[src/design/swrr_pkg.sv]
// shared types and codes for the sliding window reorder receiver
// no dependencies; imported by every other design file
package swrr_pkg;

	localparam int TAG_W = 16;
	localparam int SEQ_W = 32;
	localparam int WIN_REG_W = 6;

	localparam logic [1:0] PKT_START = 2'd0;
	localparam logic [1:0] PKT_DATA  = 2'd1;
	localparam logic [1:0] PKT_END   = 2'd2;

	localparam logic [1:0] RES_DELIVER  = 2'd0;
	localparam logic [1:0] RES_ACK      = 2'd1;
	localparam logic [1:0] RES_FINISHED = 2'd2;
	localparam logic [1:0] RES_ABORTED  = 2'd3;

	localparam logic [WIN_REG_W-1:0] WINDOW_RESET = 6'd32;

	typedef struct packed {
		logic [1:0]       packet_kind;
		logic [SEQ_W-1:0] sequence_number;
		logic             checksum_good;
		logic [TAG_W-1:0] payload_tag;
	} in_item_t;

	typedef struct packed {
		logic [1:0]       result_kind;
		logic [SEQ_W-1:0] ack_number;
		logic [TAG_W-1:0] delivered_tag;
		logic             last_of_run;
	} out_item_t;

	// per-cell command from the sequencer
	typedef struct packed {
		logic shift;
		logic write;
	} cell_ctl_t;

	typedef enum logic [1:0] {
		ST_IDLE,
		ST_EVAL,
		ST_DELIVER,
		ST_FINISH
	} state_t;

endpackage

[src/design/swrr_cell.sv]
// one slot of the receive window: a received mark and the held payload tag
// depends on swrr_pkg; instantiated in a row by the top level
module swrr_cell
	import swrr_pkg::*;
(
	input  logic             clk,
	input  logic             arst_n,
	input  cell_ctl_t        ctl,
	input  logic [TAG_W-1:0] tag_wr,
	input  logic             next_received,
	input  logic [TAG_W-1:0] next_tag,
	output logic             received,
	output logic [TAG_W-1:0] tag
);

	logic             received_q;
	logic [TAG_W-1:0] tag_q;

	always_ff @(posedge clk or negedge arst_n) begin
		if (!arst_n) begin
			received_q <= 1'b0;
		end else if (ctl.shift) begin
			received_q <= next_received;
		end else if (ctl.write) begin
			received_q <= 1'b1;
		end
	end

	always_ff @(posedge clk) begin
		if (ctl.shift) begin
			tag_q <= next_tag;
		end else if (ctl.write) begin
			tag_q <= tag_wr;
		end
	end

	assign received = received_q;
	assign tag      = tag_q;

endmodule

[src/design/sliding_window_reorder_receiver.sv]
// Selective-repeat receive window with in-order release of payload tags.
// Input channel item/item_valid/item_stall: one packet header event per transfer.
// Result channel result/result_valid/result_stall: deliver, ack, finished or aborted.
// Config channel cfg_valid/cfg_ready/cfg_data writes the receive window size
// (clamped to 1..MAX_WINDOW); cfg_ready is always high.
// Each slot of the window is a cell in a row; a release moves the whole row
// down one slot per cycle while the output register can load, and cell 0 supplies the tag being delivered.
// Flow: an item is registered from ST_IDLE and decided in ST_EVAL once the
// output register can load; an in-order packet then releases its run of
// held slots from ST_DELIVER, one deliver result per tag, closed by an ack;
// a good END gives an ack and then a finished result from ST_FINISH.
// item_stall is high from the transfer until the last result is loaded into
// the output register, which holds one result while result_stall is high;
// the sequencer waits on it, so no result is lost under stall.
// Reset clears the session flags, expected number and all received marks, and
// sets the window to 32; no clearing pass is needed.
module sliding_window_reorder_receiver
	import swrr_pkg::*;
#(
	parameter int MAX_WINDOW = 32
)(
	input  logic                 clk,
	input  logic                 arst_n,
	input  logic                 item_valid,
	output logic                 item_stall,
	input  in_item_t             item,
	output logic                 result_valid,
	input  logic                 result_stall,
	output out_item_t            result,
	input  logic                 cfg_valid,
	output logic                 cfg_ready,
	input  logic [WIN_REG_W-1:0] cfg_data
);

	localparam int IDX_W = (MAX_WINDOW > 1) ? $clog2(MAX_WINDOW) : 1;
	localparam int CNT_W = $clog2(MAX_WINDOW + 1);

	state_t                 state_q, state_d;
	in_item_t               item_q;
	logic                   started_q, closed_q;
	logic [SEQ_W-1:0]       expected_q;
	logic [WIN_REG_W-1:0]   window_q;
	logic [CNT_W-1:0]       cnt_q;
	logic                   result_valid_q;
	out_item_t              result_q;

	logic [MAX_WINDOW-1:0]  cell_received;
	logic [TAG_W-1:0]       cell_tag [MAX_WINDOW];
	cell_ctl_t              cell_ctl [MAX_WINDOW];

	logic [CNT_W-1:0]       win_eff;
	logic [SEQ_W-1:0]       seq_gap;
	logic [IDX_W-1:0]       gap_idx;
	logic                   below, in_win, can_load, run_more;
	logic                   eval_in_order, eval_end_good;
	logic                   emit, mark, shift, set_started, set_closed;
	out_item_t              emit_item;

	assign cfg_ready = 1'b1;

	always_comb begin
		if (window_q == '0) begin
			win_eff = CNT_W'(1);
		end else if (32'(window_q) > 32'(MAX_WINDOW)) begin
			win_eff = CNT_W'(MAX_WINDOW);
		end else begin
			win_eff = CNT_W'(window_q);
		end
	end

	assign seq_gap  = item_q.sequence_number - expected_q;
	assign gap_idx  = seq_gap[IDX_W-1:0];
	assign below    = item_q.sequence_number < expected_q;
	assign in_win   = seq_gap < 32'(win_eff);
	assign can_load = !result_valid_q || !result_stall;
	assign run_more = cell_received[0] && (cnt_q < win_eff);

	assign eval_in_order = started_q && !closed_q && item_q.packet_kind != PKT_END
		&& item_q.checksum_good && !below && seq_gap == '0;
	assign eval_end_good = started_q && !closed_q && item_q.packet_kind == PKT_END
		&& item_q.checksum_good;

	// next state
	always_comb begin
		state_d = state_q;
		case (state_q)
			ST_IDLE: begin
				if (item_valid) state_d = ST_EVAL;
			end
			ST_EVAL: begin
				if (can_load) begin
					if (eval_in_order)      state_d = ST_DELIVER;
					else if (eval_end_good) state_d = ST_FINISH;
					else                    state_d = ST_IDLE;
				end
			end
			ST_DELIVER: begin
				if (can_load && !run_more) state_d = ST_IDLE;
			end
			ST_FINISH: begin
				if (can_load) state_d = ST_IDLE;
			end
			default: state_d = ST_IDLE;
		endcase
	end

	// actions and result for this cycle
	always_comb begin
		emit        = 1'b0;
		mark        = 1'b0;
		shift       = 1'b0;
		set_started = 1'b0;
		set_closed  = 1'b0;
		emit_item   = '0;
		case (state_q)
			ST_EVAL: begin
				if (can_load && !closed_q) begin
					if (!started_q) begin
						emit                  = 1'b1;
						emit_item.last_of_run = 1'b1;
						if (item_q.packet_kind != PKT_START || !item_q.checksum_good) begin
							set_closed            = 1'b1;
							emit_item.result_kind = RES_ABORTED;
						end else begin
							set_started           = 1'b1;
							emit_item.result_kind = RES_ACK;
							emit_item.ack_number  = item_q.sequence_number;
						end
					end else if (item_q.packet_kind == PKT_END) begin
						set_closed = 1'b1;
						emit       = 1'b1;
						if (item_q.checksum_good) begin
							emit_item.result_kind = RES_ACK;
							emit_item.ack_number  = item_q.sequence_number;
						end else begin
							emit_item.result_kind = RES_FINISHED;
							emit_item.last_of_run = 1'b1;
						end
					end else if (item_q.checksum_good && !below && in_win) begin
						if (seq_gap == '0) begin
							mark = 1'b1;
						end else if (!cell_received[gap_idx]) begin
							mark                  = 1'b1;
							emit                  = 1'b1;
							emit_item.result_kind = RES_ACK;
							emit_item.ack_number  = expected_q;
							emit_item.last_of_run = 1'b1;
						end
					end
				end
			end
			ST_DELIVER: begin
				if (can_load) begin
					emit = 1'b1;
					if (run_more) begin
						shift                   = 1'b1;
						emit_item.result_kind   = RES_DELIVER;
						emit_item.delivered_tag = cell_tag[0];
					end else begin
						emit_item.result_kind = RES_ACK;
						emit_item.ack_number  = expected_q;
						emit_item.last_of_run = 1'b1;
					end
				end
			end
			ST_FINISH: begin
				if (can_load) begin
					emit                  = 1'b1;
					emit_item.result_kind = RES_FINISHED;
					emit_item.last_of_run = 1'b1;
				end
			end
			default: begin
				emit = 1'b0;
			end
		endcase
	end

	always_ff @(posedge clk or negedge arst_n) begin
		if (!arst_n) begin
			state_q        <= ST_IDLE;
			started_q      <= 1'b0;
			closed_q       <= 1'b0;
			expected_q     <= '0;
			window_q       <= WINDOW_RESET;
			cnt_q          <= '0;
			result_valid_q <= 1'b0;
		end else begin
			state_q <= state_d;
			if (set_started) started_q <= 1'b1;
			if (set_closed)  closed_q  <= 1'b1;
			if (cfg_valid)   window_q  <= cfg_data;
			if (state_q == ST_EVAL) begin
				cnt_q <= '0;
			end else if (shift) begin
				cnt_q <= cnt_q + CNT_W'(1);
			end
			if (shift) expected_q <= expected_q + SEQ_W'(1);
			if (emit) begin
				result_valid_q <= 1'b1;
			end else if (!result_stall) begin
				result_valid_q <= 1'b0;
			end
		end
	end

	always_ff @(posedge clk) begin
		if (state_q == ST_IDLE && item_valid) item_q <= item;
		if (emit) result_q <= emit_item;
	end

	// row of slot cells, shifting toward cell 0 on release
	for (genvar i = 0; i < MAX_WINDOW; i++) begin : g_cell
		logic             nxt_received;
		logic [TAG_W-1:0] nxt_tag;

		if (i == MAX_WINDOW - 1) begin : g_top
			assign nxt_received = 1'b0;
			assign nxt_tag      = '0;
		end else begin : g_mid
			assign nxt_received = cell_received[i+1];
			assign nxt_tag      = cell_tag[i+1];
		end

		assign cell_ctl[i].shift = shift;
		assign cell_ctl[i].write = mark && (gap_idx == IDX_W'(i));

		swrr_cell u_cell (
			.clk           (clk),
			.arst_n        (arst_n),
			.ctl           (cell_ctl[i]),
			.tag_wr        (item_q.payload_tag),
			.next_received (nxt_received),
			.next_tag      (nxt_tag),
			.received      (cell_received[i]),
			.tag           (cell_tag[i])
		);
	end

	assign item_stall   = state_q != ST_IDLE;
	assign result_valid = result_valid_q;
	assign result       = result_q;

endmodule

[config.mk]
export PLATFORM = sky130hd
export DESIGN_NAME = sliding_window_reorder_receiver
export DESIGN_NICKNAME = d
export VERILOG_FILES = /design/src/design/swrr_pkg.sv /design/src/design/swrr_cell.sv /design/src/design/sliding_window_reorder_receiver.sv
export SDC_FILE = /design/constraint.sdc
export NUM_CORES = 1
export LEC_CHECK = 0
export ABC_AREA = 1
export BUFFER_PORTS_ARGS = -buffer_cell sky130_fd_sc_hd__buf_2
export CAP_MARGIN = 15
export CORE_MARGIN = 2
export CORE_UTILIZATION = 40
export DETAILED_ROUTE_END_ITERATION = 6
export SLEW_MARGIN = 15
export SYNTH_ARGS = -nofsm -noshare
export SYNTH_HDL_FRONTEND = slang
export SYNTH_SLANG_ARGS = --single-unit
[constraint.sdc]
create_clock -name clk -period 5.9 [get_ports clk]
set_input_delay 0 -clock clk [delete_from_list [all_inputs] [get_ports clk]]
set_output_delay 0 -clock clk [all_outputs]
set_load 0.05 [all_outputs]
==> impl_metrics.csv <==
group,metric,value,unit
worst_hold_path,hp-class,"in -> reg",
cells_and_area,nets,3586,
global_route,grt_use_total,19.4,%
synthesis,synth_edf_count,598,
synthesis,syn-num-nets,3442,
routing,viasPerCell,4.91,
global_route,grt-ovfl-total,0,
pwr,power.density,320,nW/um^2
timing,fmax,0.205,GHz
cts,root_buffer,"clkbuf_16",
die,die-area,81500,sq um
pwr,ir_drop,0.313,mV
synthesis,ys_types,48,
worst_setup_path,endpoint_kind,"register",
routing,wl,78800,um
status,status,"complete, no violations",
synthesis,netlist_area,31700,sq um
die,dieWidth,285,um
synthesis,yosysTopAreaCell,"edfxtp_1",
global_route,grt_pass1_vias,21500,
worst_setup_path,crit_fanout,17,
pwr,leakagePower,14.9,nW
worst_setup_path,startpoint_type,"register",
routing,num_vias,22500,
synthesis,async_reset_ff_share,11.7,%
worst_setup_path,cp.arrival,5080,ps
worst_setup_path,crit_required,6100,ps
timing,period_needed,4890,ps
cts,cts_max_level,3,
synthesis,synthCells,3331,
synthesis,synth.yosys.warnings,0,
flow_run,maxCapViolCount,0,
place,gp_congestion,0.956,
die,rows,103,
cells_and_area,final_layout_size_suffix_gt1_share,8.51,%
cells_and_area,final_common_cell,"nand2_1",
routing,wl_per_cell,17.2,um
routing,drc,0,
cts,path_clk_slew,60,ps
timing,hold_viol,0,
place,dp_slack,1060,ps
cells_and_area,area_growth,15.0,%
cts,cts_tree,"done",
synthesis,ys_seq_elements,695,
timing,finalWorstSetupSlack,1010,ps
routing,first_iter_violations,2050,
timing,post-route-period-util,82.8,%
synthesis,avgSynthCellArea,9.51,sq um
global_route,antenna_found_initial,1,
worst_setup_path,worst-path-buf-inv,1,
die,start_util,40.2,%
timing,fin_skew,21.1,ps
timing,slew_violations,0,
worst_setup_path,path_delay_family,"simple AND/OR/NAND/NOR gates",
timing,max_slew_margin,27.1,%
cts,cts_buffers,76,
cts,clk_latency,640,ps
timing,grt_setup_unrepaired,"no",
worst_setup_path,crit_top_cell,"nand2_1",
routing,ant_nets,0,
routing,drtPass1Iterations,6,
global_route,grt_pass1_wl,123000,um
timing,tns,0,ps
synthesis,synth_top_area_share,56.7,%
die,die_height,285,um
cts,cts_resized,0,
global_route,grt_max_degree,123,
place,hpwlAfterDp,54000,um
synthesis,synth_area_leaders,"edfxtp_1, nand2_1, dfrtp_1",
worst_setup_path,cpPeakStageDelay,850,ps
cts,cts_sinks,695,
worst_setup_path,worstPathCellList,"ha_1 -> clkinv_1 -> nor2_1 -> a22oi_1 -> nand3_1 -> nand2_1 -> a21oi_1 -> o21ai_0 -> nand2_1 -> nand2_1 -> nand2_2 -> nor2_8 -> nand2_1 -> nand2_1",
place,port_buffers,114,
cts,cts_max_path_buffers,3,
synthesis,synthFlopType,"edfxtp_1",
timing,worst_slew_pin_slew,1090,ps
worst_setup_path,crit_type,"reg -> reg",
cells_and_area,mostFrequentLayoutCells,"nand2_1, edfxtp_1, inv_1, nor2_1, buf_2",
cells_and_area,fill_cells,7291,
die,core_area,78700,sq um
synthesis,seq_area_frac_synth,64.1,%
die,ios,116,
worst_setup_path,slowest_stage,"nor2_1",
timing,setup_viol,0,
## sequential cells by signal, summed over array words and instances, names as in the netlist
register / count
g_cell.u_cell.tag: 512
item_q: 51
result: 51
expected_q: 32
g_cell.u_cell.received: 32
cnt_q: 6
window_q: 6
state_q: 2
closed_q: 1
result_valid: 1
started_q: 1
## cells in the mapped netlist, drive strengths merged (2+ instances only)
master  instances
a21oi          51
nand3b          6
xnor2           2
dfrtp          80
clkbuf         89
nor2          268
mux2            4
o21bai          3
o21ai          72
nand2        1507
nand3          96
nand4          23
dfxtp          16
a31oi          28
a22oi           6
nor3           28
clkinv          3
xor2           35
ha             48
inv           264
and2            2
a21boi         23
nor4            7
buf            62
edfxtp        598
## worst reg2reg max path, delay by kind of cell (launching register included)
kind	cells	cell delay [ps]
simple gates	9	2330
fa+ha+maj	1	680
buf+inv	1	530
compound gates	3	450
flops	1	440
## metrics by stage
stage	utilization, %	hold slack, ps	power, mW	cell area, sq um	instances
after floorplan	-	-296	6.52	31700	3331
after detailed placement	42.2	-59.1	6.97	33200	4376
after CTS	46.2	42.6	11.7	36400	4585
after global routing	46.3	60.5	12.1	36400	4587
final	46.3	80.0	11.7	36400	4587
after global placement	42.2	-52.9	6.96	33200	4376
## repair_timing
action                                  4_1_cts  5_1_grt
hold buffers                                 70        0
setup buffers                                 0        0
endpoints found under the hold margin       141        0
endpoints found under the setup margin        0        0
## worst paths after layout
kind	startpoint	end	slack, ps	depth (start not counted)
min	item[47]	item_q[47]	80	2
max reg2reg	expected_q[0]	g_cell[30].u_cell.tag[5]	1010	14
min reg2reg	cnt_q[5]	cnt_q[5]	470	1
min in group asynchronous	arst_n	window_q[5]	450	3
max in group asynchronous	arst_n	g_cell[19].u_cell.received	4550	4
max	expected_q[0]	g_cell[30].u_cell.tag[5]	1010	14
## report_power, final
| part | internal [mW] | total [mW] | switching (mW) |
|---|---|---|---|
| Clock | 2.77 | 4.74 | 1.98 |
| Combinational | 0.392 | 1.33 | 0.940 |
| Sequential | 5.54 | 5.60 | 0.0560 |
| Total | 8.70 | 11.7 | 2.97 |
## kinds of logic after synthesis
logic type               count (synthesis)  share of synthesized area (%)
other                                    1                         0.0118
adder cells (fa/ha/maj)                 49                           1.96
XOR/XNOR                                37                           1.05
AO/OA/AOI/OAI                          188                           3.51
AND/OR/NAND/NOR                       1939                           24.0
flip-flops                             695                           64.1
multiplexers                             4                          0.142
buffers and inverters                  418                           5.26
## routing by layer
layer  up-vias  global-route usage [%]  part of all wire, %
li1      11100                       -                    -
met2       609                    30.2                   46
met4         0                    6.07                  2.8
met1     10700                    27.3                   45
met3       139                    3.85                  6.0
met5         -                       0                    0
## area by class of cell
class,count,area [sq um],share of cell area (%)
diodes,1,2.50,0.00687
clock buffers,100,2040,5.61
clock inverters,39,435,1.19
inverters,267,1010,2.77
multi-input cells,2218,9740,26.7
flip-flops and latches,695,20300,55.7
well taps,1050,1310,3.61
repair buffers,217,1590,4.35
(Power assumes the default switching activity.)
